File: config.mk
export PLATFORM = sky130hd
export DESIGN_NAME = breath_phase_detector_unit
export DESIGN_NICKNAME = d
export VERILOG_FILES = /design/src/bpd_pkg.sv /design/src/bpd_cfg_regs.sv /design/src/bpd_core.sv /design/src/breath_phase_detector_unit.sv
export SDC_FILE = /design/constraint.sdc
export NUM_CORES = 1
export LEC_CHECK = 0
export ABC_AREA = 1
export BUFFER_PORTS_ARGS = -buffer_cell sky130_fd_sc_hd__buf_2
export CORE_ASPECT_RATIO = 1.75
export CORE_MARGIN = 2
export CORE_UTILIZATION = 56
export CTS_BUF_LIST = sky130_fd_sc_hd__clkbuf_4
export CTS_CLUSTER_SIZE = 8
export DETAILED_ROUTE_END_ITERATION = 10
export GPL_ROUTABILITY_DRIVEN = 0
export PLACE_DENSITY = 0.76
export SLEW_MARGIN = 20
export SYNTH_ARGS = -nofsm -noshare
export SYNTH_HDL_FRONTEND = slang
export SYNTH_HIERARCHICAL = 1
export SYNTH_SLANG_ARGS = --single-unit
File: constraint.sdc
create_clock -name clk -period 8.6 [get_ports clk]
set_input_delay 1.29 -clock clk [delete_from_list [all_inputs] [get_ports clk]]
set_output_delay 1.29 -clock clk [all_outputs]
set_load 0.01 [all_outputs]
File: src/bpd_pkg.sv
package bpd_pkg;

  localparam int unsigned PressureWidth = 17;
  localparam int unsigned TimeWidth     = 32;
  localparam int unsigned BandWidth     = 10;
  localparam int unsigned MinCycleWidth = 16;
  localparam int unsigned SectorWidth   = 3;
  localparam int unsigned RelWidth      = 18;
  localparam int unsigned SlopeWidth    = 23;
  localparam int unsigned CountWidth    = 16;
  localparam int unsigned EventWidth    = 2;
  localparam int unsigned CfgIndexWidth = 2;
  localparam int unsigned CfgDataWidth  = 17;
  localparam int unsigned InDataWidth   = 56;
  localparam int unsigned OutDataWidth  = 96;

  localparam logic [CfgIndexWidth-1:0] REG_BASELINE  = 2'd0;
  localparam logic [CfgIndexWidth-1:0] REG_DEAD_BAND = 2'd1;
  localparam logic [CfgIndexWidth-1:0] REG_MIN_CYCLE = 2'd2;

  localparam logic [PressureWidth-1:0] BASELINE_RESET  = 17'd101325;
  localparam logic [BandWidth-1:0]     DEAD_BAND_RESET = 10'd10;
  localparam logic [MinCycleWidth-1:0] MIN_CYCLE_RESET = 16'd1000;

  localparam logic signed [SectorWidth-1:0] SEC_REST       = 3'sd0;
  localparam logic signed [SectorWidth-1:0] SEC_RISE       = 3'sd1;
  localparam logic signed [SectorWidth-1:0] SEC_HIGH_FALL  = 3'sd2;
  localparam logic signed [SectorWidth-1:0] SEC_FALL       = -3'sd1;
  localparam logic signed [SectorWidth-1:0] SEC_LOW_RISE   = -3'sd2;

  localparam logic [CountWidth-1:0] COUNT_MAX = 16'hFFFF;

  typedef enum logic [EventWidth-1:0] {
    EV_NONE   = 2'd0,
    EV_SHORT  = 2'd1,
    EV_BREATH = 2'd2
  } event_t;

  typedef struct packed {
    logic [MinCycleWidth-1:0] min_cycle_ms;
    logic [BandWidth-1:0]     dead_band_pa;
    logic [PressureWidth-1:0] baseline_pa;
  } cfg_t;

  typedef struct packed {
    event_t                         cycle_event;
    logic [TimeWidth-1:0]           cycle_ms;
    logic [CountWidth-1:0]          breath_count;
    logic signed [SlopeWidth-1:0]   slope_q4;
    logic signed [RelWidth-1:0]     relative_pa;
    logic signed [SectorWidth-1:0]  sector;
  } result_t;

endpackage

File: src/bpd_cfg_regs.sv
module bpd_cfg_regs (
  input  logic                                clk,
  input  logic                                rst,
  input  logic                                cfg_we,
  input  logic [bpd_pkg::CfgIndexWidth-1:0]   cfg_index,
  input  logic [bpd_pkg::CfgDataWidth-1:0]    cfg_data,
  output bpd_pkg::cfg_t                       cfg
);

  always_ff @(posedge clk) begin
    if (rst) begin
      cfg.baseline_pa  <= bpd_pkg::BASELINE_RESET;
      cfg.dead_band_pa <= bpd_pkg::DEAD_BAND_RESET;
      cfg.min_cycle_ms <= bpd_pkg::MIN_CYCLE_RESET;
    end else if (cfg_we) begin
      unique case (cfg_index)
        bpd_pkg::REG_BASELINE:  cfg.baseline_pa  <= cfg_data;
        bpd_pkg::REG_DEAD_BAND: cfg.dead_band_pa <= cfg_data[bpd_pkg::BandWidth-1:0];
        bpd_pkg::REG_MIN_CYCLE: cfg.min_cycle_ms <= cfg_data[bpd_pkg::MinCycleWidth-1:0];
        default: ;
      endcase
    end
  end

endmodule

File: src/bpd_core.sv
module bpd_core (
  input  logic                               clk,
  input  logic                               rst,
  input  logic                               step,
  input  logic [bpd_pkg::PressureWidth-1:0]  pressure_pa,
  input  logic [bpd_pkg::TimeWidth-1:0]      time_ms,
  input  bpd_pkg::cfg_t                      cfg,
  output bpd_pkg::result_t                   result
);

  logic signed [bpd_pkg::RelWidth-1:0]    prev_relative;
  logic signed [bpd_pkg::SlopeWidth-1:0]  prev_slope;
  logic signed [bpd_pkg::SectorWidth-1:0] current_sector;
  logic                                   breath_started;
  logic [bpd_pkg::TimeWidth-1:0]          cycle_start_ms;
  logic [bpd_pkg::CountWidth-1:0]         breaths;

  logic signed [bpd_pkg::RelWidth-1:0]    rel;
  logic signed [bpd_pkg::RelWidth:0]      delta;
  logic signed [bpd_pkg::SlopeWidth+1:0]  slope_sum;
  logic signed [bpd_pkg::SlopeWidth+1:0]  slope_half;
  logic signed [bpd_pkg::SlopeWidth-1:0]  slope;
  logic [bpd_pkg::RelWidth-1:0]           abs_rel;
  logic [bpd_pkg::SlopeWidth-1:0]         abs_slope;
  logic                                   rel_in_band;
  logic                                   slope_in_band;
  logic signed [bpd_pkg::SectorWidth-1:0] sector_next;
  logic                                   cycle_entry;
  logic                                   start_first;
  logic                                   cycle_close;
  logic [bpd_pkg::TimeWidth-1:0]          cyc;
  logic                                   cyc_short;
  logic [bpd_pkg::CountWidth-1:0]         breaths_next;
  bpd_pkg::event_t                        ev;

  always_comb begin
    rel = $signed({1'b0, pressure_pa}) - $signed({1'b0, cfg.baseline_pa});
    delta = $signed({rel[bpd_pkg::RelWidth-1], rel})
          - $signed({prev_relative[bpd_pkg::RelWidth-1], prev_relative});
    slope_sum = $signed({{2{prev_slope[bpd_pkg::SlopeWidth-1]}}, prev_slope})
              + $signed({{2{delta[bpd_pkg::RelWidth]}}, delta, 4'b0000});
    slope_half = slope_sum >>> 1;
    slope = slope_half[bpd_pkg::SlopeWidth-1:0];

    abs_rel = rel[bpd_pkg::RelWidth-1] ? 18'(-rel) : 18'(rel);
    abs_slope = slope[bpd_pkg::SlopeWidth-1] ? 23'(-slope) : 23'(slope);
    rel_in_band = abs_rel < {8'd0, cfg.dead_band_pa};
    slope_in_band = abs_slope < {9'd0, cfg.dead_band_pa, 4'b0000};

    priority if (rel_in_band) begin
      sector_next = slope_in_band ? bpd_pkg::SEC_REST : current_sector;
    end else if (rel < 0 && slope < 0) begin
      sector_next = bpd_pkg::SEC_FALL;
    end else if (rel < 0 && slope > 0) begin
      sector_next = bpd_pkg::SEC_LOW_RISE;
    end else if (rel > 0 && slope > 0) begin
      sector_next = bpd_pkg::SEC_RISE;
    end else if (rel > 0 && slope < 0) begin
      sector_next = bpd_pkg::SEC_HIGH_FALL;
    end else begin
      sector_next = bpd_pkg::SEC_REST;
    end

    cycle_entry = (sector_next == bpd_pkg::SEC_FALL)
               && (current_sector == bpd_pkg::SEC_REST
                   || current_sector == bpd_pkg::SEC_HIGH_FALL);
    start_first = !breath_started && sector_next == bpd_pkg::SEC_FALL
               && current_sector == bpd_pkg::SEC_REST;
    cycle_close = breath_started && cycle_entry;
    cyc = time_ms - cycle_start_ms;
    cyc_short = cyc < {16'd0, cfg.min_cycle_ms};

    breaths_next = breaths;
    ev = bpd_pkg::EV_NONE;
    if (cycle_close) begin
      if (cyc_short) begin
        ev = bpd_pkg::EV_SHORT;
      end else begin
        ev = bpd_pkg::EV_BREATH;
        if (breaths != bpd_pkg::COUNT_MAX) begin
          breaths_next = breaths + 16'd1;
        end
      end
    end

    result.sector       = sector_next;
    result.relative_pa  = rel;
    result.slope_q4     = slope;
    result.breath_count = breaths_next;
    result.cycle_ms     = cycle_close ? cyc : '0;
    result.cycle_event  = ev;
  end

  always_ff @(posedge clk) begin
    if (rst) begin
      prev_relative  <= '0;
      prev_slope     <= '0;
      current_sector <= bpd_pkg::SEC_REST;
      breath_started <= 1'b0;
      cycle_start_ms <= '0;
      breaths        <= '0;
    end else if (step) begin
      prev_relative  <= rel;
      prev_slope     <= slope;
      current_sector <= sector_next;
      breaths        <= breaths_next;
      if (start_first || cycle_close) begin
        cycle_start_ms <= time_ms;
        breath_started <= 1'b1;
      end
    end
  end

`ifndef NO_ASSERTIONS
  a_event_needs_fall: assert property (@(posedge clk) disable iff (rst)
    result.cycle_event != bpd_pkg::EV_NONE |-> result.sector == bpd_pkg::SEC_FALL)
    else $error("cycle event without entry into the falling sector");

  a_no_event_no_length: assert property (@(posedge clk) disable iff (rst)
    result.cycle_event == bpd_pkg::EV_NONE |-> result.cycle_ms == '0)
    else $error("cycle length reported without a cycle event");

  a_count_saturates: assert property (@(posedge clk) disable iff (rst)
    step && breaths == bpd_pkg::COUNT_MAX |=> breaths == bpd_pkg::COUNT_MAX)
    else $error("breath count wrapped");

  a_start_latched: assert property (@(posedge clk) disable iff (rst)
    breath_started |=> breath_started)
    else $error("breath start flag cleared outside reset");
`endif

endmodule

File: src/breath_phase_detector_unit.sv
// Channel   Direction  Word contents (lowest bits first)
// s_axis    in         pressure_pa[16:0], time_ms[31:0], zero fill to 56 bits
// m_axis    out        sector, relative_pa, slope_q4, breath_count, cycle_ms,
//                      cycle_event, zero fill to 96 bits
// cfg       in         write enable, register index, write data
//
// One word is accepted per cycle unless the output stalls; its result is offered from the output register.
// The word is registered on input, and its result is computed from it and registered on output.
// Reset is synchronous; it clears the pipeline, the breath state and restores the registers.
// A stalled output holds its word while one more input word waits in the input register.
module breath_phase_detector_unit (
  input  logic                                clk,
  input  logic                                rst,
  input  logic                                s_axis_tvalid,
  output logic                                s_axis_tready,
  // pressure_pa [16:0], time_ms [48:17], zeros [55:49]
  input  logic [bpd_pkg::InDataWidth-1:0]     s_axis_tdata,
  output logic                                m_axis_tvalid,
  input  logic                                m_axis_tready,
  // sector [2:0], relative_pa [20:3], slope_q4 [43:21], breath_count [59:44],
  // cycle_ms [91:60], cycle_event [93:92], zeros [95:94]
  output logic [bpd_pkg::OutDataWidth-1:0]    m_axis_tdata,
  input  logic                                cfg_we,
  input  logic [bpd_pkg::CfgIndexWidth-1:0]   cfg_index,
  input  logic [bpd_pkg::CfgDataWidth-1:0]    cfg_data
);

  bpd_pkg::cfg_t                       cfg;
  bpd_pkg::result_t                    result;
  bpd_pkg::result_t                    out_word;
  logic                                in_full;
  logic [bpd_pkg::PressureWidth-1:0]   in_pressure;
  logic [bpd_pkg::TimeWidth-1:0]       in_time;
  logic                                move;

  assign move = in_full && (!m_axis_tvalid || m_axis_tready);
  assign s_axis_tready = !in_full || move;

  bpd_cfg_regs u_cfg (
    .clk       (clk),
    .rst       (rst),
    .cfg_we    (cfg_we),
    .cfg_index (cfg_index),
    .cfg_data  (cfg_data),
    .cfg       (cfg)
  );

  bpd_core u_core (
    .clk         (clk),
    .rst         (rst),
    .step        (move),
    .pressure_pa (in_pressure),
    .time_ms     (in_time),
    .cfg         (cfg),
    .result      (result)
  );

  always_ff @(posedge clk) begin
    if (rst) begin
      in_full <= 1'b0;
    end else if (s_axis_tready) begin
      in_full <= s_axis_tvalid;
    end
    if (s_axis_tvalid && s_axis_tready) begin
      in_pressure <= s_axis_tdata[bpd_pkg::PressureWidth-1:0];
      in_time     <= s_axis_tdata[bpd_pkg::PressureWidth +: bpd_pkg::TimeWidth];
    end
  end

  always_ff @(posedge clk) begin
    if (rst) begin
      m_axis_tvalid <= 1'b0;
    end else if (!m_axis_tvalid || m_axis_tready) begin
      m_axis_tvalid <= in_full;
    end
    if (move) begin
      out_word <= result;
    end
  end

  assign m_axis_tdata = {2'b00, out_word};

`ifndef NO_ASSERTIONS
  a_stall_cause: assert property (@(posedge clk) disable iff (rst)
    !s_axis_tready |-> (in_full && m_axis_tvalid && !m_axis_tready))
    else $error("input stalled without a full pipeline");

  a_move_fills_output: assert property (@(posedge clk) disable iff (rst)
    move |=> m_axis_tvalid)
    else $error("word moved to output but output not valid");

  a_input_held: assert property (@(posedge clk) disable iff (rst)
    in_full && !move |=> in_full && $stable(in_pressure) && $stable(in_time))
    else $error("waiting input word lost or changed");
`endif

endmodule

==> impl_metrics.toml <==
[setup_path]
start_kind = "register"
endpoint_kind = "register"
crit_path_top_delay_cell = "xor2_1"
worstPathMaxFanout = 40
r2r_cells = 47
critPathTopFamily = "simple AND/OR/NAND/NOR gates"
worst_ep_required_time_ns = 9.05
r2r_start = "in_pressure[2]"
crit_type = "register to register"
critPathLaunch = "in_pressure[2]"
cp_num_buf_inv = 4
arrival_ns = 8.41
max_stage_delay_ns = 0.41
crit_top_cell = "nand2_1"
timing.rr.end = "m_axis_tdata[52]"
regToRegSetupSlack_ns = 0.65

[finish]
final_area_sq_mm = 0.0203
filler_cell_count = 2870
drive_above_1_share = 0.138
multi_input_area_sq_mm = 0.00922
nets = 2908
regArea_sq_mm = 0.00704
synthToLayoutAreaGrowth_pct = 11.0
layout_common_cells = "nand2_1, inv_1, nor2_1"
fin_cells = 3157
final_util = 0.629
final_common_cell = "nand2_1"

[sta]
finalSetupViolations = 0
hold_ws_ns = 0.472
rsz0062_at_grt = "no"
maxSlewHeadroom = 0.355
fmax_ghz = 0.126
period_share = 0.925
tns_ns = 0
slew_violations = 0
tightest_slew_ns = 0.966
min_period_ns = 7.95
fin_ws_ns = 0.646
hold_viol_final = 0
finClkSkew_ns = 0.0476

[die]
core_sq_mm = 0.0322
io-pin-count = 178
dieHeight_um = 243
start_util = 0.567
die_x_um = 141
num_rows = 87
die-area_sq_mm = 0.0341

[cts]
cts-root-buf = "clkbuf_4"
clock_latency_ns = 0.75
clockBufferDepth = 3
numCtsBuffers = 69
post_cts_resized = 0
holdBufCountCts = 0
cts_max_level = 3
clock_sinks = 280
cts_tree = "yes"
post_cts_buffers = 0
path_clk_slew_ns = 0.09

[logic_synthesis]
synth_edf_count = 143
ys_warn_count = 6
synth_cell_types = 53
synth_top_family_by_area = "simple AND/OR/NAND/NOR gates"
ys_seq_area_frac = 0.385
synthAdderAreaFrac = 0.0879
synth-main-ff-cell = "edfxtp_1"
synthSimpleGateAreaFrac = 0.301
syn_area_per_cell_sq_um = 7.26
async_flop_share = 0
ys_seq_elements = 280
synthMuxAreaShare = 0
synth_compound_area_frac = 0.0811
syn_area_sq_mm = 0.0183
syn_inst = 2517
synth_xor_area_frac = 0.0325

[power_and_ir_drop]
power_mw = 5.26
power_switching_mw = 2.33
power.internal_mw = 2.92
power.density_mw_per_mm2 = 259
seqPwrFrac = 0.306
clkPwrFrac = 0.213
peakVddDrop_mv = 0.150
p_comb_frac = 0.481
switching_share = 0.444
p_leak_nw = 10.4

[hold_path]
hold_path_class = "register to register"
worstHoldPathCells = 2
hp-start = "u_cfg/cfg[2]"
holdPathEnd = "u_cfg/cfg[2]"

[detailed_routing]
drc = 0
ant_nets = 0
wl_um = 49700
drtIter0Drc = 905
wl_per_cell_um = 15.7
vias = 17058
firstDrtPassIters = 5
drt-vias-per-instance = 5.40

[place]
numPortBuffers = 168
dp_hpwl_um = 37300
place_inst = 3031
dp_slack_ns = 0.666
placed_area_sq_mm = 0.0194

[grt]
antenna_found_initial = 1
grt_pass1_vias = 16703
grt_pass1_wl_um = 78900
grt_max_degree = 161
track_usage = 0.291
grt-ovfl-total = 0

[outcome]
outcome = "completed"

[flow_run]
cap_viol_max_count = 0
## area by class of cell
| class | instances | area share |
|---|---|---|
| antenna | 2 | 0.000247 |
| timing repair buffer | 183 | 0.0489 |
| multi-input combinational | 1731 | 0.455 |
| clock buffer | 102 | 0.0378 |
| inverter | 437 | 0.0810 |
| tap | 400 | 0.0247 |
| clock inverter | 22 | 0.00580 |
| sequential | 280 | 0.347 |
## how the worst max path moves through the flow
stage                                            to  slack, ns  cells past startpoint
after floorplan           u_core/cycle_start_ms[12]       1.18                      9
after global routing              u_core/breaths[1]        0.1                     52
after CTS                          m_axis_tdata[52]       0.61                     49
final                              m_axis_tdata[52]       0.65                     47
after detailed placement           m_axis_tdata[52]       0.67                     50
after global placement             m_axis_tdata[52]       0.85                     49
## kinds of logic after synthesis
family	Yosys count
buffers and inverters	507
other	1
AOI/OAI and AO/OA	266
adders and majority gates	126
xor gates and xnor gates	66
and+or+nand+nor	1271
DFF	280
## worst reg2reg max path: cells and delay by family (launching register included)
kind                     cells  cell delay (ns)
AND/OR/NAND/NOR             29             3.22
flip-flops                   1             0.37
AO/OA/AOI/OAI                8             1.41
XOR/XNOR                     2             0.57
buffers and inverters        4             0.66
adder cells (fa/ha/maj)      4             1.44
## power by group through the flow
stage                     combinational, mW  sequential (mW)  clock (mW)
after global placement                 2.40             1.63           0
after CTS                              2.48             1.61        1.16
after global routing                   2.80             1.62        1.22
after detailed placement               2.46             1.64           0
after floorplan                        1.76             1.65           0
final                                  2.53             1.61        1.12
## per-layer routing
metal / vias up / track usage / wire length (um)
met5: - / 0 / 0
li1: 8491 / - / -
met2: 649 / 0.551 / 26400
met3: 230 / 0.0424 / 2480
met4: 0 / 0.230 / 4210
met1: 7688 / 0.272 / 16600
## synthesized netlist by cell type (12+ instances only)
cell | count | area [sq um]
a21oi_1 | 137 | 686
buf_2 | 22 | 110
buf_4 | 12 | 90.1
clkbuf_1 | 25 | 93.8
dfxtp_1 | 137 | 2740
edfxtp_1 | 143 | 4290
ha_1 | 122 | 1530
inv_1 | 413 | 1550
inv_2 | 23 | 86.3
nand2_1 | 657 | 2470
nand2_2 | 17 | 106
nand3_1 | 183 | 916
nand4_1 | 64 | 400
nor2_1 | 275 | 1030
nor3_1 | 23 | 115
o211ai_1 | 19 | 143
o21ai_0 | 67 | 335
xnor2_1 | 14 | 123
xor2_1 | 50 | 438
## flip-flops by register name, summed over array words and instances (netlist names)
| register | flops |
|---|---|
| m_axis_tvalid | 1 |
| m_axis_tdata | 94 |
| u_core/breaths | 16 |
| in_full | 1 |
| u_core/prev_slope | 22 |
| u_core/current_sector | 3 |
| u_cfg/cfg | 43 |
| in_pressure | 17 |
| u_core/breath_started | 1 |
| u_core/prev_relative | 18 |
| in_time | 32 |
| u_core/cycle_start_ms | 32 |
(Power assumes the default switching activity.)
